### config.mk
export PLATFORM = sky130hd
export DESIGN_NAME = ppc_subset_decode_execute_top
export DESIGN_NICKNAME = d
export VERILOG_FILES = /design/src/rtl/ppcde_pkg.sv /design/src/rtl/ppc_subset_decode_execute_top.sv
export SDC_FILE = /design/constraint.sdc
export NUM_CORES = 2
export LEC_CHECK = 0
export ABC_CLOCK_PERIOD_IN_PS = 9300
export CAP_MARGIN = 20
export CELL_PAD_IN_SITES_DETAIL_PLACEMENT = 1
export CELL_PAD_IN_SITES_GLOBAL_PLACEMENT = 1
export CORE_UTILIZATION = 50
export CTS_BUF_LIST = sky130_fd_sc_hd__clkbuf_8
export DETAILED_ROUTE_END_ITERATION = 10
export DONT_BUFFER_PORTS = 1
export PLACE_DENSITY = 0.87
export SLEW_MARGIN = 15
export SYNTH_ARGS = -nofsm -noshare
export SYNTH_HDL_FRONTEND = slang
export SYNTH_SLANG_ARGS = --single-unit
### constraint.sdc
create_clock -name clk -period 9.3 [get_ports clk]
set_input_delay 1.86 -clock clk [delete_from_list [all_inputs] [get_ports clk]]
set_output_delay 1.86 -clock clk [all_outputs]
set_load 0.05 [all_outputs]
### src/rtl/ppcde_pkg.sv
// Shared types and constants for the PowerPC subset execute block
package ppcde_pkg;

	// Field widths
	localparam int unsigned XLEN    = 64;
	localparam int unsigned ILEN    = 32;
	localparam int unsigned CRLEN   = 32;
	localparam int unsigned RIDX_W  = 5;
	localparam int unsigned LEVEL_W = 7;

	// Result status codes
	typedef enum logic [1:0] {
		ST_OK      = 2'd0,
		ST_UNSUP   = 2'd1,
		ST_SYSCALL = 2'd2
	} status_t;

	// Primary opcodes
	localparam logic [5:0] OP_ADDI  = 6'd14;
	localparam logic [5:0] OP_ADDIS = 6'd15;
	localparam logic [5:0] OP_SC    = 6'd17;
	localparam logic [5:0] OP_B     = 6'd18;
	localparam logic [5:0] OP_GRP19 = 6'd19;
	localparam logic [5:0] OP_ORI   = 6'd24;
	localparam logic [5:0] OP_ORIS  = 6'd25;
	localparam logic [5:0] OP_XORI  = 6'd26;
	localparam logic [5:0] OP_XORIS = 6'd27;
	localparam logic [5:0] OP_GRP31 = 6'd31;

	// Extended opcodes
	localparam logic [9:0] XO19_ISYNC = 10'd150;
	localparam logic [9:0] XO19_CRXOR = 10'd193;
	localparam logic [9:0] XO31_MFMSR = 10'd83;
	localparam logic [9:0] XO31_MTMSR = 10'd146;
	localparam logic [9:0] XO31_MFSPR = 10'd339;
	localparam logic [9:0] XO31_OR    = 10'd444;

	// Link register SPR number, low half (the high half must be zero)
	localparam logic [4:0] SPR_LR_LO = 5'd8;

endpackage

### src/rtl/ppc_subset_decode_execute_top.sv
// Top level: PowerPC integer subset execute stage with register file memory
//
// Executes one 32-bit PowerPC instruction per item against 32 64-bit general
// registers, CR, LR, MSR and PC. One item is accepted per cycle unless the
// output register stalls. The general registers sit in a synchronous memory
// with two read ports: the operands are read at the edge that accepts the
// item, and the instruction executes from the execute stage, writing back to
// the memory and an output register once that register is free or drained.
// The most recent write-back is forwarded to the next instruction, so dependent
// instructions issue back to back with no bubble. Unwritten entries read zero
// through per-entry valid bits; no clearing pass runs after reset. The output
// register takes a new result in the same cycle that the previous one is taken.
module ppc_subset_decode_execute_top #(
	parameter int unsigned REG_COUNT = 32
) (
	input  logic                                clk,
	input  logic                                arst_n,
	input  logic                                in_valid,
	output logic                                in_ready,
	input  logic [ppcde_pkg::ILEN-1:0]          instr_word,
	output logic                                out_valid,
	input  logic                                out_ready,
	output logic [1:0]                          status,
	output logic [ppcde_pkg::XLEN-1:0]          next_pc,
	output logic                                dest_valid,
	output logic [ppcde_pkg::RIDX_W-1:0]        dest_index,
	output logic [ppcde_pkg::XLEN-1:0]          dest_value,
	output logic [ppcde_pkg::LEVEL_W-1:0]       syscall_level,
	output logic [ppcde_pkg::CRLEN-1:0]         cr_value,
	output logic [ppcde_pkg::XLEN-1:0]          lr_value
);

	localparam int unsigned IDX_W = $clog2(REG_COUNT);

	// Register file memory and per-entry written flags
	logic [ppcde_pkg::XLEN-1:0] gpr_mem [REG_COUNT];
	logic [REG_COUNT-1:0]       gpr_valid_q;

	// Architectural state
	logic [ppcde_pkg::XLEN-1:0]  pc_q;
	logic [ppcde_pkg::XLEN-1:0]  lr_q;
	logic [ppcde_pkg::CRLEN-1:0] cr_q;
	logic [ppcde_pkg::XLEN-1:0]  msr_q;

	// Execute stage
	logic                        valid_s1;
	logic [ppcde_pkg::ILEN-1:0]  instr_s1;
	logic [ppcde_pkg::XLEN-1:0]  rda_s1;
	logic [ppcde_pkg::XLEN-1:0]  rdb_s1;

	// Last write-back, forwarded over the stale memory read
	logic                        fwd_en_q;
	logic [IDX_W-1:0]            fwd_idx_q;
	logic [ppcde_pkg::XLEN-1:0]  fwd_val_q;

	// Output register
	logic                                 out_valid_q;
	ppcde_pkg::status_t                   status_q;
	logic [ppcde_pkg::XLEN-1:0]           next_pc_q;
	logic                                 dest_valid_q;
	logic [ppcde_pkg::RIDX_W-1:0]         dest_index_q;
	logic [ppcde_pkg::XLEN-1:0]           dest_value_q;
	logic [ppcde_pkg::LEVEL_W-1:0]        level_q;
	logic [ppcde_pkg::CRLEN-1:0]          cr_out_q;
	logic [ppcde_pkg::XLEN-1:0]           lr_out_q;

	logic in_fire;
	logic ex_fire;

	// Handshake: execute when the output register is free or being drained
	assign ex_fire  = valid_s1 && (!out_valid_q || out_ready);
	assign in_ready = !valid_s1 || ex_fire;
	assign in_fire  = in_valid && in_ready;

	// Read addresses from the incoming word
	logic [5:0]       in_op;
	logic [IDX_W-1:0] rd_addr_a;
	logic [IDX_W-1:0] rd_addr_b;

	always_comb begin
		in_op     = instr_word[31:26];
		rd_addr_b = instr_word[11 +: IDX_W];
		if (in_op == ppcde_pkg::OP_ADDI || in_op == ppcde_pkg::OP_ADDIS) begin
			rd_addr_a = instr_word[16 +: IDX_W];
		end else begin
			rd_addr_a = instr_word[21 +: IDX_W];
		end
	end

	// Decode fields of the word in execute
	logic [5:0] op;
	logic [4:0] f1;
	logic [4:0] f2;
	logic [4:0] f3;
	logic [9:0] xo;

	assign op = instr_s1[31:26];
	assign f1 = instr_s1[25:21];
	assign f2 = instr_s1[20:16];
	assign f3 = instr_s1[15:11];
	assign xo = instr_s1[10:1];

	// Resolve operands: forward the last write, unwritten entries read zero
	logic [IDX_W-1:0]           idx_a;
	logic [IDX_W-1:0]           idx_b;
	logic [ppcde_pkg::XLEN-1:0] opa;
	logic [ppcde_pkg::XLEN-1:0] opb;

	always_comb begin
		if (op == ppcde_pkg::OP_ADDI || op == ppcde_pkg::OP_ADDIS) begin
			idx_a = f2[IDX_W-1:0];
		end else begin
			idx_a = f1[IDX_W-1:0];
		end
		idx_b = f3[IDX_W-1:0];
		if (fwd_en_q && fwd_idx_q == idx_a) begin
			opa = fwd_val_q;
		end else if (gpr_valid_q[idx_a]) begin
			opa = rda_s1;
		end else begin
			opa = '0;
		end
		if (fwd_en_q && fwd_idx_q == idx_b) begin
			opb = fwd_val_q;
		end else if (gpr_valid_q[idx_b]) begin
			opb = rdb_s1;
		end else begin
			opb = '0;
		end
	end

	// Execute one instruction
	ppcde_pkg::status_t              ex_status;
	logic [ppcde_pkg::XLEN-1:0]      ex_next;
	logic                            ex_wr;
	logic [ppcde_pkg::RIDX_W-1:0]    ex_widx;
	logic [ppcde_pkg::XLEN-1:0]      ex_wval;
	logic [ppcde_pkg::LEVEL_W-1:0]   ex_level;
	logic [ppcde_pkg::CRLEN-1:0]     ex_cr;
	logic [ppcde_pkg::XLEN-1:0]      ex_lr;
	logic [ppcde_pkg::XLEN-1:0]      ex_msr;
	logic [ppcde_pkg::XLEN-1:0]      pc_plus4;
	logic [ppcde_pkg::XLEN-1:0]      imm_add;
	logic [ppcde_pkg::XLEN-1:0]      imm_log;
	logic [ppcde_pkg::XLEN-1:0]      br_off;

	always_comb begin
		pc_plus4 = pc_q + 64'd4;
		if (op == ppcde_pkg::OP_ADDIS) begin
			imm_add = {{32{instr_s1[15]}}, instr_s1[15:0], 16'h0000};
		end else begin
			imm_add = {{48{instr_s1[15]}}, instr_s1[15:0]};
		end
		if (op == ppcde_pkg::OP_ORIS || op == ppcde_pkg::OP_XORIS) begin
			imm_log = {32'h0, instr_s1[15:0], 16'h0000};
		end else begin
			imm_log = {48'h0, instr_s1[15:0]};
		end
		br_off = {{38{instr_s1[25]}}, instr_s1[25:2], 2'b00};

		ex_status = ppcde_pkg::ST_OK;
		ex_next   = pc_plus4;
		ex_wr     = 1'b0;
		ex_widx   = '0;
		ex_wval   = '0;
		ex_level  = '0;
		ex_cr     = cr_q;
		ex_lr     = lr_q;
		ex_msr    = msr_q;

		unique case (op)
			ppcde_pkg::OP_ADDI, ppcde_pkg::OP_ADDIS: begin
				ex_wr   = 1'b1;
				ex_widx = f1;
				ex_wval = ((f2 == 5'd0) ? 64'd0 : opa) + imm_add;
			end
			ppcde_pkg::OP_ORI, ppcde_pkg::OP_ORIS: begin
				ex_wr   = 1'b1;
				ex_widx = f2;
				ex_wval = opa | imm_log;
			end
			ppcde_pkg::OP_XORI, ppcde_pkg::OP_XORIS: begin
				ex_wr   = 1'b1;
				ex_widx = f2;
				ex_wval = opa ^ imm_log;
			end
			ppcde_pkg::OP_SC: begin
				ex_status = ppcde_pkg::ST_SYSCALL;
				ex_level  = instr_s1[11:5];
			end
			ppcde_pkg::OP_B: begin
				if (instr_s1[1]) begin
					ex_status = ppcde_pkg::ST_UNSUP;
				end else begin
					if (instr_s1[0]) begin
						ex_lr = pc_plus4;
					end
					ex_next = pc_q + br_off;
				end
			end
			ppcde_pkg::OP_GRP19: begin
				unique case (xo)
					ppcde_pkg::XO19_ISYNC: begin
						ex_cr = cr_q;
					end
					ppcde_pkg::XO19_CRXOR: begin
						// bit n of CR counts from the most significant end
						ex_cr[~f1] = cr_q[~f2] ^ cr_q[~f3];
					end
					default: begin
						ex_status = ppcde_pkg::ST_UNSUP;
					end
				endcase
			end
			ppcde_pkg::OP_GRP31: begin
				unique case (xo)
					ppcde_pkg::XO31_MFSPR: begin
						if (f3 == 5'd0 && f2 == ppcde_pkg::SPR_LR_LO) begin
							ex_wr   = 1'b1;
							ex_widx = f1;
							ex_wval = lr_q;
						end else begin
							ex_status = ppcde_pkg::ST_UNSUP;
						end
					end
					ppcde_pkg::XO31_MFMSR: begin
						ex_wr   = 1'b1;
						ex_widx = f1;
						ex_wval = msr_q;
					end
					ppcde_pkg::XO31_MTMSR: begin
						if (instr_s1[16]) begin
							ex_status = ppcde_pkg::ST_UNSUP;
						end else begin
							ex_msr = opa;
						end
					end
					ppcde_pkg::XO31_OR: begin
						if (instr_s1[0]) begin
							ex_status = ppcde_pkg::ST_UNSUP;
						end else begin
							ex_wr   = 1'b1;
							ex_widx = f2;
							ex_wval = opa | opb;
						end
					end
					default: begin
						ex_status = ppcde_pkg::ST_UNSUP;
					end
				endcase
			end
			default: begin
				ex_status = ppcde_pkg::ST_UNSUP;
			end
		endcase

		// Unsupported word: drop every state change, hold the PC
		if (ex_status == ppcde_pkg::ST_UNSUP) begin
			ex_next = pc_q;
			ex_wr   = 1'b0;
			ex_widx = '0;
			ex_wval = '0;
			ex_cr   = cr_q;
			ex_lr   = lr_q;
			ex_msr  = msr_q;
		end
	end

	// Register file: read at accept, write back at execute
	always_ff @(posedge clk) begin
		if (in_fire) begin
			rda_s1 <= gpr_mem[rd_addr_a];
			rdb_s1 <= gpr_mem[rd_addr_b];
		end
		if (ex_fire && ex_wr) begin
			gpr_mem[ex_widx[IDX_W-1:0]] <= ex_wval;
		end
	end

	// Hold the accepted word for execute
	always_ff @(posedge clk) begin
		if (in_fire) begin
			instr_s1 <= instr_word;
		end
	end

	// Advance control and architectural state
	always_ff @(posedge clk or negedge arst_n) begin
		if (!arst_n) begin
			valid_s1    <= 1'b0;
			out_valid_q <= 1'b0;
			pc_q        <= '0;
			lr_q        <= '0;
			cr_q        <= '0;
			msr_q       <= '0;
			gpr_valid_q <= '0;
			fwd_en_q    <= 1'b0;
			fwd_idx_q   <= '0;
		end else begin
			if (in_fire) begin
				valid_s1 <= 1'b1;
			end else if (ex_fire) begin
				valid_s1 <= 1'b0;
			end
			if (ex_fire) begin
				out_valid_q <= 1'b1;
			end else if (out_ready) begin
				out_valid_q <= 1'b0;
			end
			if (ex_fire) begin
				pc_q  <= ex_next;
				lr_q  <= ex_lr;
				cr_q  <= ex_cr;
				msr_q <= ex_msr;
				if (ex_wr) begin
					gpr_valid_q[ex_widx[IDX_W-1:0]] <= 1'b1;
					fwd_en_q  <= 1'b1;
					fwd_idx_q <= ex_widx[IDX_W-1:0];
				end
			end
		end
	end

	// Capture the result item and the forwarded value
	always_ff @(posedge clk) begin
		if (ex_fire) begin
			status_q     <= ex_status;
			next_pc_q    <= ex_next;
			dest_valid_q <= ex_wr;
			dest_index_q <= ex_widx;
			dest_value_q <= ex_wval;
			level_q      <= ex_level;
			cr_out_q     <= ex_cr;
			lr_out_q     <= ex_lr;
			if (ex_wr) begin
				fwd_val_q <= ex_wval;
			end
		end
	end

	assign out_valid     = out_valid_q;
	assign status        = status_q;
	assign next_pc       = next_pc_q;
	assign dest_valid    = dest_valid_q;
	assign dest_index    = dest_index_q;
	assign dest_value    = dest_value_q;
	assign syscall_level = level_q;
	assign cr_value      = cr_out_q;
	assign lr_value      = lr_out_q;

endmodule

==> results.yml <==
critical_path:
  r2r_start: "instr_s1[29]$_DFFE_PP_"
  cp.depth: 24
  cp_slowest_stage_delay_ns: 0.78
  cp-startpoint: "instr_s1[29]$_DFFE_PP_"
  crit_buf_inv: 4
  required_ns: 10.22
  crit_path_frequent_cell: "buf_4"
  crit_path_end: "gpr_mem[5][57]$_DFFE_PP_"
  slowest_stage: "o21ai_2"
  path_cells: "nand3_1 -> o21ai_2 -> a32oi_1 -> a211oi_1 -> nand4b_1 -> o22a_1 -> nor2_4 -> buf_4 -> a22oi_1 -> nor2_1 -> ha_1 -> a21o_1 -> o21bai_1 -> o31ai_1 -> o31ai_2 -> a31oi_1 -> o41a_1 -> buf_4 -> o21ai_0 -> buf_4 -> a221oi_1 -> mux2i_1 -> o21ai_2 -> buf_6"
  startpoint_type: "flop"
  reg2reg_depth: 24
  crit_type: "reg2reg"
  cp.arrival_ns: 9.67
  critPathMaxFanout: 37
  critPathTopFamily: "compound AO/OA/AOI/OAI gates"
  critPathCaptureType: "flop"
  reg2reg_slack_ns: 0.56
  r2r_end: "gpr_mem[5][57]$_DFFE_PP_"
synth:
  yosysWarnings: 0
  synth_simple_gate_area_share_pct: 14.1
  synthXorXnorAreaFrac_pct: 1.15
  syn_area_sq_um: 137000
  yosysMostFrequentCell: "nand2_1"
  avgSynthCellArea_sq_um: 12.3
  postSynthRegisterBits: 2771
  synth_cell_type_count: 101
  ys.flop_type: "edfxtp_1"
  synth_top_family_by_area: "simple AND/OR/NAND/NOR gates"
  synth.top_cells.by_area: "edfxtp_1 (55%), mux4_2 (11%), nand2_1 (7.5%)"
  synth_top_cell_by_area: "edfxtp_1"
  async_reset_ff_share_pct: 9.46
  synth_top_area_share_pct: 54.9
  ys_seq_area_share_pct: 59.7
  synth_cells: 11140
  synth_compound_area_share_pct: 9.07
  yosys-top-cells-count: "nand2_1 (2,728), edfxtp_1 (2,509), nand3_1 (924), clkbuf_1 (708), mux4_2 (670)"
  synth_edf_count: 2509
  synthMuxAreaShare_pct: 11.9
  synth_fa_ha_area_share_pct: 1.52
routing:
  drc_errors: 0
  wl_per_cell_um: 36.0
  drt_wl_total_mm: 537
  via_per_inst: 7.24
  drtIter0Drc: 16760
  vias: 107991
  dr.pass1.iters: 8
  ant_nets: 0
final_layout:
  utilization_pct: 55.1
  nets: 11140
  design_area_sq_um: 151000
  finalNonFillerCells: 14926
  fill_cells: 27143
  final_layout_size_suffix_gt1_share_pct: 15.4
  areaGrowthSynthToFinish_pct: 9.74
cts:
  cts_tree: "done"
  root_buffer: "clkbuf_8"
  cts.sinks: 2771
  postCtsSetupBuffers: 0
  cts_max_path_buffers: 4
  cts_hold_buf: 0
  cts.clk_slew.worst_paths_ns: 0.07
  cts_resized: 0
  numCtsBuffers: 447
  htreeDepth: 5
  clkLatencyLatePin_ns: 1.19
power:
  ir_drop_v: 0.000117
  p_int_uw: 20400
  power_switching_uw: 8040
  seq_power_share_pct: 50.3
  power_density_nw_per_um2: 189
  share_comb_of_total_power_pct: 11.2
  clock_power_share_pct: 38.5
  switching_share_pct: 28.3
  p_leak_uw: 0.0536
floorplan:
  rows: 192
  core_sq_um: 273000
  io_pins: 277
  die_area_sq_um: 277000
  fp.dieW_um: 526
  start_util_pct: 50.2
  die_h_um: 526
place:
  portBuffers: 0
  placed_area_sq_um: 141000
  dp_hpwl_mm: 299
  gp_congestion: 0.946
  dp_cells: 14057
global_route:
  grt_max_degree: 514
  track_usage_pct: 37.9
  grt_pass1_wl_mm: 770
  antenna_found_initial: 31
  gr-total-overflow: 0
  grt_pass1_vias: 110918
status:
  outcome: "finished, final reports clean"
timing:
  relSlewSlack_pct: 7.78
  fmax_mhz: 114
  drv_slew: 0
  rsz0062_at_grt: "false"
  min_period_ns: 8.74
  fin_worst_skew_ns: 0.122
  tightest_slew_ns: 1.38
  setup_tns_ns: 0
  hold_viol: 0
  setup_viol: 0
  period_share_pct: 94.0
  hold_slack_ns: 0.372
flow_run:
  max_cap_violations: 0
min_path:
  hp-class: "in2async"
## power groups by stage
stage / registers, uW / logic [uW] / clock network [uW]
2_1_floorplan: 14400 / 2110 / 0
3_3_place_gp: 14500 / 2750 / 0
3_5_place_dp: 14600 / 2900 / 0
4_1_cts: 14300 / 2950 / 10900
5_1_grt: 14300 / 3330 / 11400
6_report: 14300 / 3190 / 10900
## logic make-up (layout without fill, tap and decap cells)
logic type      after synthesis  after routing
xor+xnor                    181            181
buf+inv                     919           1099
simple gates               4497           4497
flops                      2771           2771
mux                         779            779
fa+ha+maj                   166            166
other cells                   1             18
compound gates             1826           1826
## per-stage QoR
step	total power, uW	setup WS, ns
2_1_floorplan	16600	2.04
3_3_place_gp	17300	0.847
3_5_place_dp	17400	0.440
4_1_cts	28100	0.270
5_1_grt	29000	0.136
6_report	28400	0.555
## layout by cell type, fill, tap and decap left out, types with 36 or more instances in the layout
cell type and n:
a21o_1 108, a21oi_1 363, a22oi_1 171, a311oi_1 370, a31oi_1 109, and2_1 41, and3_1 202, buf_12 51
buf_4 137, clkbuf_8 464, clkinv_1 109, clkinv_2 66, dfrtp_1 262, edfxtp_1 2509, ha_1 164, inv_1 178
mux2_2 89, mux4_2 670, nand2_1 2723, nand3_1 922, nand4_1 47, nor2_1 329, nor3_1 36, o21ai_0 320
o21bai_1 36, o22ai_1 46, o31ai_1 58, or2_2 38, xnor2_1 95, xor2_1 85
## how the worst min path moves through the flow
stage,slack [ns],from,to,cells after the start
6_report,0.37,arst_n,cr_q[9]$_DFFE_PN0P_,0
5_1_grt,0.37,arst_n,cr_q[14]$_DFFE_PN0P_,0
4_1_cts,0.34,arst_n,cr_q[14]$_DFFE_PN0P_,0
3_5_place_dp,0.48,fwd_en_q$_DFFE_PN0P_,fwd_en_q$_DFFE_PN0P_,1
3_3_place_gp,0.47,gpr_valid_q[10]$_DFFE_PN0P_,gpr_valid_q[10]$_DFFE_PN0P_,1
2_1_floorplan,0.44,fwd_en_q$_DFFE_PN0P_,fwd_en_q$_DFFE_PN0P_,1
## final cells by class
cell class	count	area, sq um	area share (%)
clock inverter	368	2530	1.68
clock buffer	464	6390	4.24
multi-input combinational	7451	52500	34.9
inverter	53	209	0.139
sequential	2771	81900	54.4
timing repair buffer	214	2570	1.71
antenna	16	40.0	0.0266
tap	3589	4490	2.98
## routing by layer
metal / routed length [um] / share of wire (%) / global-route usage, % / up-vias
li1: - / - / - / 42042
met1: 179000 / 33 / 47.3 / 54016
met2: 240000 / 45 / 58.2 / 9462
met3: 79800 / 15 / 11.8 / 2445
met4: 38400 / 7.1 / 22.7 / 26
met5: 153 / 0.029 / 0 / -
## flip-flops by register name, summed over array words and instances (netlist names), 62 cells and up
name,cells
rda_s1,64
next_pc,62
pc_q,62
msr_q,64
lr_value,64
gpr_mem,2048
rdb_s1,64
dest_value,64
fwd_val_q,64
lr_q,64
(Power assumes the default switching activity.)
